File: src/amptg_pkg.sv
`timescale 1ns / 1ps

package amptg_pkg;

    // Width of the fire mask result field
    localparam int MASK_W = 11;

    // Request type codes
    localparam logic REQ_SETUP = 1'b0;
    localparam logic REQ_TICK  = 1'b1;

    // Sequencer states
    typedef enum logic [2:0] {
        ST_IDLE,
        ST_SETUP_DIV,
        ST_TICK_CHECK,
        ST_TICK_DIV,
        ST_FINISH
    } state_t;

endpackage

File: src/amptg_rem.sv
`timescale 1ns / 1ps

// Restoring remainder unit: dividend modulo divisor, one dividend bit per cycle.
module amptg_rem #(
    parameter int TIME_BITS = 32
) (
    input  logic                 aclk,
    input  logic                 aresetn,
    input  logic                 start,
    input  logic [TIME_BITS-1:0] dividend,
    input  logic [31:0]          divisor,
    output logic                 done,
    output logic [31:0]          remainder
);

    localparam int STEP_W = $clog2(TIME_BITS);

    logic                 busy_reg;
    logic                 done_reg;
    logic [STEP_W-1:0]    step_reg;
    logic [TIME_BITS-1:0] dvd_reg;
    logic [31:0]          dsr_reg;
    logic [32:0]          rem_reg;
    logic [32:0]          shifted;
    logic [32:0]          rem_next;

    // Shift in the next dividend bit and subtract the divisor if it fits
    always_comb begin
        shifted = {rem_reg[31:0], dvd_reg[TIME_BITS-1]};
        if (shifted >= {1'b0, dsr_reg}) begin
            rem_next = shifted - {1'b0, dsr_reg};
        end else begin
            rem_next = shifted;
        end
    end

    // Control: load on start, run TIME_BITS steps, pulse done
    always_ff @(posedge aclk) begin
        if (!aresetn) begin
            busy_reg <= 1'b0;
            done_reg <= 1'b0;
            step_reg <= '0;
        end else begin
            done_reg <= 1'b0;
            if (start) begin
                busy_reg <= 1'b1;
                step_reg <= '0;
            end else if (busy_reg) begin
                step_reg <= step_reg + 1'b1;
                if (step_reg == STEP_W'(TIME_BITS - 1)) begin
                    busy_reg <= 1'b0;
                    done_reg <= 1'b1;
                end
            end
        end
    end

    // Datapath
    always_ff @(posedge aclk) begin
        if (start) begin
            dvd_reg <= dividend;
            dsr_reg <= divisor;
            rem_reg <= '0;
        end else if (busy_reg) begin
            dvd_reg <= {dvd_reg[TIME_BITS-2:0], 1'b0};
            rem_reg <= rem_next;
        end
    end

    assign done      = done_reg;
    assign remainder = rem_reg[31:0];

endmodule

File: src/aligned_multi_period_tick_generator.sv
`timescale 1ns / 1ps

// Aligned multi-period tick generator. Each channel keeps a period and a mark
// aligned to a multiple of that period. A setup item (req_type 0) stores a
// channel's period and aligns its mark to now; a tick item (req_type 1) fires
// every enabled channel whose period has elapsed since its mark, realigns it,
// and returns the fire mask. Every item returns one mask (zero for setup).
// Timing: one remainder unit does every alignment, one dividend bit per cycle.
// A setup with a zero period or a bad channel index skips the division. A
// tick checks the channels in turn and runs a division for each one that
// fires. The block takes one item at a time; ready is high only while the
// sequencer is idle, and the result waits in an output register so the next
// item can be taken before it is collected.
module aligned_multi_period_tick_generator #(
    parameter int CHANNELS  = 11,
    parameter int TIME_BITS = 32
) (
    input  logic                       aclk,
    input  logic                       aresetn,
    input  logic                       s_valid,
    output logic                       s_ready,
    input  logic                       s_req_type,
    input  logic [31:0]                s_now_seconds,
    input  logic [3:0]                 s_channel_index,
    input  logic [31:0]                s_period_seconds,
    output logic                       m_valid,
    input  logic                       m_ready,
    output logic [amptg_pkg::MASK_W-1:0] m_fire_mask
);

    import amptg_pkg::*;

    localparam int CH_W = (CHANNELS > 1) ? $clog2(CHANNELS) : 1;

    state_t               state_reg, state_next;
    logic [CH_W-1:0]      cnt_reg, cnt_next;
    logic [CH_W-1:0]      idx_reg, idx_next;
    logic [TIME_BITS-1:0] now_reg, now_next;
    logic [MASK_W-1:0]    mask_reg, mask_next;
    logic                 m_valid_reg;
    logic [MASK_W-1:0]    m_mask_reg;

    logic [31:0]          period_table [CHANNELS];
    logic [TIME_BITS-1:0] mark_table [CHANNELS];

    logic                 in_xfer;
    logic [63:0]          now_wide;
    logic [TIME_BITS-1:0] now_in;
    logic [5:0]           idx_wide;
    logic                 idx_ok;
    logic [CH_W-1:0]      idx_in;
    logic [31:0]          cur_p;
    logic [TIME_BITS-1:0] cur_m;
    logic [TIME_BITS-1:0] elapsed;
    logic                 fire;
    logic                 last;
    logic [63:0]          rem_wide;
    logic [TIME_BITS-1:0] new_mark;

    logic                 div_start;
    logic                 div_done;
    logic [TIME_BITS-1:0] div_dvd;
    logic [31:0]          div_dsr;
    logic [31:0]          div_rem;

    logic                 per_we;
    logic                 mark_we;
    logic [CH_W-1:0]      wr_idx;
    logic [TIME_BITS-1:0] wr_mark;
    logic                 out_load;

    // Decode the incoming transfer
    assign in_xfer  = s_valid && s_ready;
    assign now_wide = {32'd0, s_now_seconds};
    assign now_in   = now_wide[TIME_BITS-1:0];
    assign idx_wide = {2'b00, s_channel_index};
    assign idx_ok   = idx_wide < 6'(CHANNELS);
    assign idx_in   = idx_wide[CH_W-1:0];

    // Check the channel under the scan counter
    assign cur_p   = period_table[cnt_reg];
    assign cur_m   = mark_table[cnt_reg];
    assign elapsed = now_reg - cur_m;
    assign fire    = (cur_p != 32'd0) && (now_reg >= cur_m)
                     && (64'(elapsed) >= {32'd0, cur_p});
    assign last    = cnt_reg == CH_W'(CHANNELS - 1);

    // Aligned mark: now minus now modulo period
    assign rem_wide = {32'd0, div_rem};
    assign new_mark = now_reg - rem_wide[TIME_BITS-1:0];

    // Feed the remainder unit from the ports on setup, from the held time and the period table on tick
    assign div_dvd = (state_reg == ST_IDLE) ? now_in : now_reg;
    assign div_dsr = (state_reg == ST_IDLE) ? s_period_seconds : cur_p;

    amptg_rem #(
        .TIME_BITS(TIME_BITS)
    ) u_rem (
        .aclk     (aclk),
        .aresetn  (aresetn),
        .start    (div_start),
        .dividend (div_dvd),
        .divisor  (div_dsr),
        .done     (div_done),
        .remainder(div_rem)
    );

    // Next state
    always_comb begin
        state_next = state_reg;
        unique case (state_reg)
            ST_IDLE: begin
                if (in_xfer) begin
                    if (s_req_type == REQ_TICK) begin
                        state_next = ST_TICK_CHECK;
                    end else if (idx_ok && (s_period_seconds != 32'd0)) begin
                        state_next = ST_SETUP_DIV;
                    end else begin
                        state_next = ST_FINISH;
                    end
                end
            end
            ST_SETUP_DIV: begin
                if (div_done) begin
                    state_next = ST_FINISH;
                end
            end
            ST_TICK_CHECK: begin
                if (fire) begin
                    state_next = ST_TICK_DIV;
                end else if (last) begin
                    state_next = ST_FINISH;
                end
            end
            ST_TICK_DIV: begin
                if (div_done) begin
                    state_next = last ? ST_FINISH : ST_TICK_CHECK;
                end
            end
            ST_FINISH: begin
                if (!m_valid_reg || m_ready) begin
                    state_next = ST_IDLE;
                end
            end
            default: state_next = ST_IDLE;
        endcase
    end

    // Sequencer outputs and datapath next values
    always_comb begin
        s_ready   = 1'b0;
        div_start = 1'b0;
        per_we    = 1'b0;
        mark_we   = 1'b0;
        wr_idx    = idx_reg;
        wr_mark   = new_mark;
        out_load  = 1'b0;
        cnt_next  = cnt_reg;
        idx_next  = idx_reg;
        now_next  = now_reg;
        mask_next = mask_reg;
        unique case (state_reg)
            ST_IDLE: begin
                s_ready = 1'b1;
                if (in_xfer) begin
                    now_next  = now_in;
                    idx_next  = idx_in;
                    cnt_next  = '0;
                    mask_next = '0;
                    if ((s_req_type == REQ_SETUP) && idx_ok) begin
                        per_we = 1'b1;
                        wr_idx = idx_in;
                        if (s_period_seconds == 32'd0) begin
                            mark_we = 1'b1;
                            wr_mark = now_in;
                        end else begin
                            div_start = 1'b1;
                        end
                    end
                end
            end
            ST_SETUP_DIV: begin
                mark_we = div_done;
            end
            ST_TICK_CHECK: begin
                if (fire) begin
                    div_start = 1'b1;
                    for (int b = 0; b < MASK_W; b++) begin
                        if ((b < CHANNELS) && (cnt_reg == CH_W'(b))) begin
                            mask_next[b] = 1'b1;
                        end
                    end
                end else if (!last) begin
                    cnt_next = cnt_reg + 1'b1;
                end
            end
            ST_TICK_DIV: begin
                wr_idx = cnt_reg;
                if (div_done) begin
                    mark_we = 1'b1;
                    if (!last) begin
                        cnt_next = cnt_reg + 1'b1;
                    end
                end
            end
            ST_FINISH: begin
                out_load = !m_valid_reg || m_ready;
            end
            default: ;
        endcase
    end

    // Control registers and output register
    always_ff @(posedge aclk) begin
        if (!aresetn) begin
            state_reg   <= ST_IDLE;
            m_valid_reg <= 1'b0;
        end else begin
            state_reg <= state_next;
            if (out_load) begin
                m_valid_reg <= 1'b1;
            end else if (m_ready) begin
                m_valid_reg <= 1'b0;
            end
        end
    end

    // Hold item context and the result payload
    always_ff @(posedge aclk) begin
        cnt_reg  <= cnt_next;
        idx_reg  <= idx_next;
        now_reg  <= now_next;
        mask_reg <= mask_next;
        if (out_load) begin
            m_mask_reg <= mask_reg;
        end
    end

    // Channel tables, cleared to disabled at reset
    always_ff @(posedge aclk) begin
        if (!aresetn) begin
            for (int i = 0; i < CHANNELS; i++) begin
                period_table[i] <= '0;
                mark_table[i]   <= '0;
            end
        end else begin
            if (per_we) begin
                period_table[wr_idx] <= s_period_seconds;
            end
            if (mark_we) begin
                mark_table[wr_idx] <= wr_mark;
            end
        end
    end

    assign m_valid     = m_valid_reg;
    assign m_fire_mask = m_mask_reg;

endmodule

File: config.mk
export PLATFORM = sky130hd
export DESIGN_NAME = aligned_multi_period_tick_generator
export DESIGN_NICKNAME = d
export VERILOG_FILES = /design/src/amptg_pkg.sv /design/src/amptg_rem.sv /design/src/aligned_multi_period_tick_generator.sv
export SDC_FILE = /design/constraint.sdc
export NUM_CORES = 2
export LEC_CHECK = 0
export BUFFER_PORTS_ARGS = -buffer_cell sky130_fd_sc_hd__buf_2
export CELL_PAD_IN_SITES_DETAIL_PLACEMENT = 0
export CELL_PAD_IN_SITES_GLOBAL_PLACEMENT = 1
export CORE_MARGIN = 8
export CORE_UTILIZATION = 35
export DETAILED_ROUTE_END_ITERATION = 16
export GPL_TIMING_DRIVEN = 0
export PLACE_DENSITY_LB_ADDON = 0.08
export SLEW_MARGIN = 0
export SYNTH_ARGS = -nofsm -noshare
export SYNTH_HDL_FRONTEND = slang
export SYNTH_SLANG_ARGS = --single-unit
export TNS_END_PERCENT = 100
File: constraint.sdc
create_clock -name aclk -period 9 [get_ports aclk]
set_input_delay 0.45 -clock aclk [delete_from_list [all_inputs] [get_ports aclk]]
set_output_delay 0.45 -clock aclk [all_outputs]
set_load 0.02 [all_outputs]
==> impl_results.md <==
- Max Clock Skew: ~0.053 ns
- Warnings from Yosys: 0
- Leakage: around 23 nW
- WHS: between 0.06 and 0.07 ns
- Worst slack, placed: -2.105 ns
- Critical Setup Path Class: flop to flop
- Num rows: roughly 150
- Synthesized instance count: a little over 4,000
- Synthesis-stage register bit count: 1,197
- Worst EP required: between 9 and 10 ns
- Die Height: 414.3 µm
- Setup WS post-layout: approximately 0.35 ns
- Final estimated routing congestion in global placement: 0.8977
- Vias in the first global route: about 36,000
- Slew @ Worst Pin: 1.584 ns
- Ys async rst share: 0%
- Largest net degree at the start of global routing: 42
- Max Cap Viol: 0
- Number of clock sinks: 1,197
- Sequential area share after synthesis: a little over three fifths
- Slew Viols, Final: 3
- Largest registers: mark_table x512, period_table x512
- Worst EP arrival: about 9 ns
- Initial Util: a little over a third
- Fmax: between 100 and 150 MHz
- Netlist cell types: 79
- First-pass GRT wire length: 275,400 µm
- Filler cells: about 15,000
- Area of the mapped netlist: approximately 56,000 µm²
- TritonCTS buffer count: 140
- WL per Instance: ~29 µm
- Crit. End Element: flop
- Post-route ant nets: 0
- RSZ-0062 raised after global routing: false
- Status: finished, violations left
- Layout area overhead: 17.17%
- Worst skew pair latency: around 0.8 ns
- Ranking of synthesized cells by area: edfxtp_1, mux4_2, nor2_1
- Number of antenna diodes: 0
- Pre-antenna DRT Iters: 7
- Non-filler cells, final: about 6,700
- CTS tree: built
- DP Wirelength: 143,100 µm
- Leading cell types in the layout, fill and taps excluded: edfxtp_1, nor2_1, mux4_2
- Iter 0 DRT Violations: between 3,000 and 4,000
- Via density per instance: around 5.4
- Port Buf Inserts: 85
- Top cell type by total area after synthesis: edfxtp_1
- Post-DP Area: 59,860 µm²
- Reg clk slew, reported paths: approximately 0.060 ns
- IO Count: 86
- Max stage delay on crit path: 0.95 ns
- Setup Total Neg Slack: 0 ns
- Die area: 171,600 µm²
- EDFF count, synth: around 1,100
- Worst hold path class: input port to flop
- Final Cell Area: 65,040 µm²
- Synth Flop Type: edfxtp_1
- Most common cell after layout, fill and taps aside: edfxtp_1
- Post-route minimum period: approximately 8.6 ns
- Share of layout cells above drive strength 1: 16.59%
- Vias post-DR: about 36,000
- Post-Route WL: between 150,000 and 200,000 µm
- Die Width: between 400 and 500 µm
- Core area: approximately 160,000 µm²
- Fin crit share: between 90 and 100%
- Post-synth top area share: between 50% and 60%
- Bufs on Longest Clock Path: 3
- Worst-path fanout max: 18
- Synth Area per Inst: roughly 14 µm²
- Fin util: 41.16%
- Clk root buf: clkbuf_16
- VDD IR max: roughly 210 µV
- H-tree depth: 4
- Total GRT Usage: ~22%
- Antenna violations before repair: 4
- Nets@finish: 4,710
- PnR Total Power: between 20 and 25 mW
- PwrDens: about 330 nW/µm²
- Crit path launch type: flop
- Global route overflow: 0
- Slew headroom: -5.585%
- Residual DRC: 0
- Final Hold Vio Count: 0
- CP max stage cell: clkbuf_1
- Count of final setup violators: 0
- Failing checks: slew limit
- Placed cell count: 6,384
worst max-delay path, delay by kind of cell (launching register included):
| family | cells | cell delay, ns |
|---|---|---|
| buffers and inverters | 9 | 3.05 |
| AOI/OAI and AO/OA | 14 | 2.61 |
| muxes | 2 | 1.04 |
| adders and majority gates | 2 | 0.58 |
| and+or+nand+nor | 2 | 0.38 |
| xor gates and xnor gates | 1 | 0.36 |
| DFF | 1 | 0.30 |
Yosys cell counts (11+ instances only):
cell,number
buf_2,22
a221oi_1,26
mux2i_1,56
nand2b_1,20
nor3_1,27
a21oi_1,124
xnor2_1,52
a311oi_1,30
o21bai_1,11
nand4_1,19
o211ai_1,12
o21ai_1,11
o21a_1,12
mux4_2,286
a31oi_1,19
a211oi_1,18
and3_1,17
clkbuf_1,202
nor2b_1,23
ha_1,134
xor2_1,36
edfxtp_1,1086
nor2_1,741
nand3_1,56
o21ai_0,108
inv_1,213
mux2_1,28
nor4_1,17
a21o_1,50
dfxtp_1,111
and2_1,16
buf_1,18
nand2_1,238
mux2_2,49
path summary, 6_finish.rpt:
check / from / end / slack [ns] / cells past startpoint
setup / recovery: flop / u_rem.dvd_reg[22] / 0.35 / 30
hold / removal: s_period_seconds[11] / period_table[10][11] / 0.06 / 3
setup reg to reg: flop / u_rem.dvd_reg[22] / 0.35 / 30
hold reg to reg: mask_reg[7] / m_fire_mask[7] / 0.40 / 0
repair_timing:
item	4_1_cts	5_1_grt
endpoints found under the hold margin	45	0
hold buffers	44	0
gates cloned	1	0
buffers inserted	3	2
pin swaps	1	0
endpoints found under the setup margin	157	144
resized for setup	64	25
layer usage:
layer / wire (µm) / track usage [%]
met1: 88730 / 31.73
met2: 91630 / 35.79
met3: 10890 / 3.361
met4: 5365 / 5.962
met5: 0 / 0
logic make-up (layout without fill, tap and decap cells):
family / count (synthesis) / after routing / synth area share, %
compound gates: 501 / 501 / 5.951
xor+xnor: 88 / 88 / 1.388
fa+ha+maj: 137 / 137 / 3.129
buf+inv: 473 / 901 / 3.417
flops: 1197 / 1197 / 62.75
mux: 419 / 419 / 14.18
other cells: 1 / 160 / 0.006755
simple gates: 1214 / 1215 / 9.183
cell type report:
cell class	instances	area, µm²	share of cell area, %
flip-flops and latches	1197	34830	53.56
multi-input cells	2520	19510	29.99
clock buffers	196	3794	5.833
well taps	2072	2592	3.986
repair buffers	172	1594	2.451
plain buffers	254	1175	1.806
inverters	215	807.0	1.241
clock inverters	64	737.0	1.133
power breakdown:
| group | internal, mW | switching [mW] |
|---|---|---|
| registers | 6.70 | 0.306 |
| clock network | 3.17 | 2.45 |
| logic | 3.43 | 5.65 |
| total | 13.3 | 8.41 |
No activity file was read; power rests on OpenSTA's default activity.
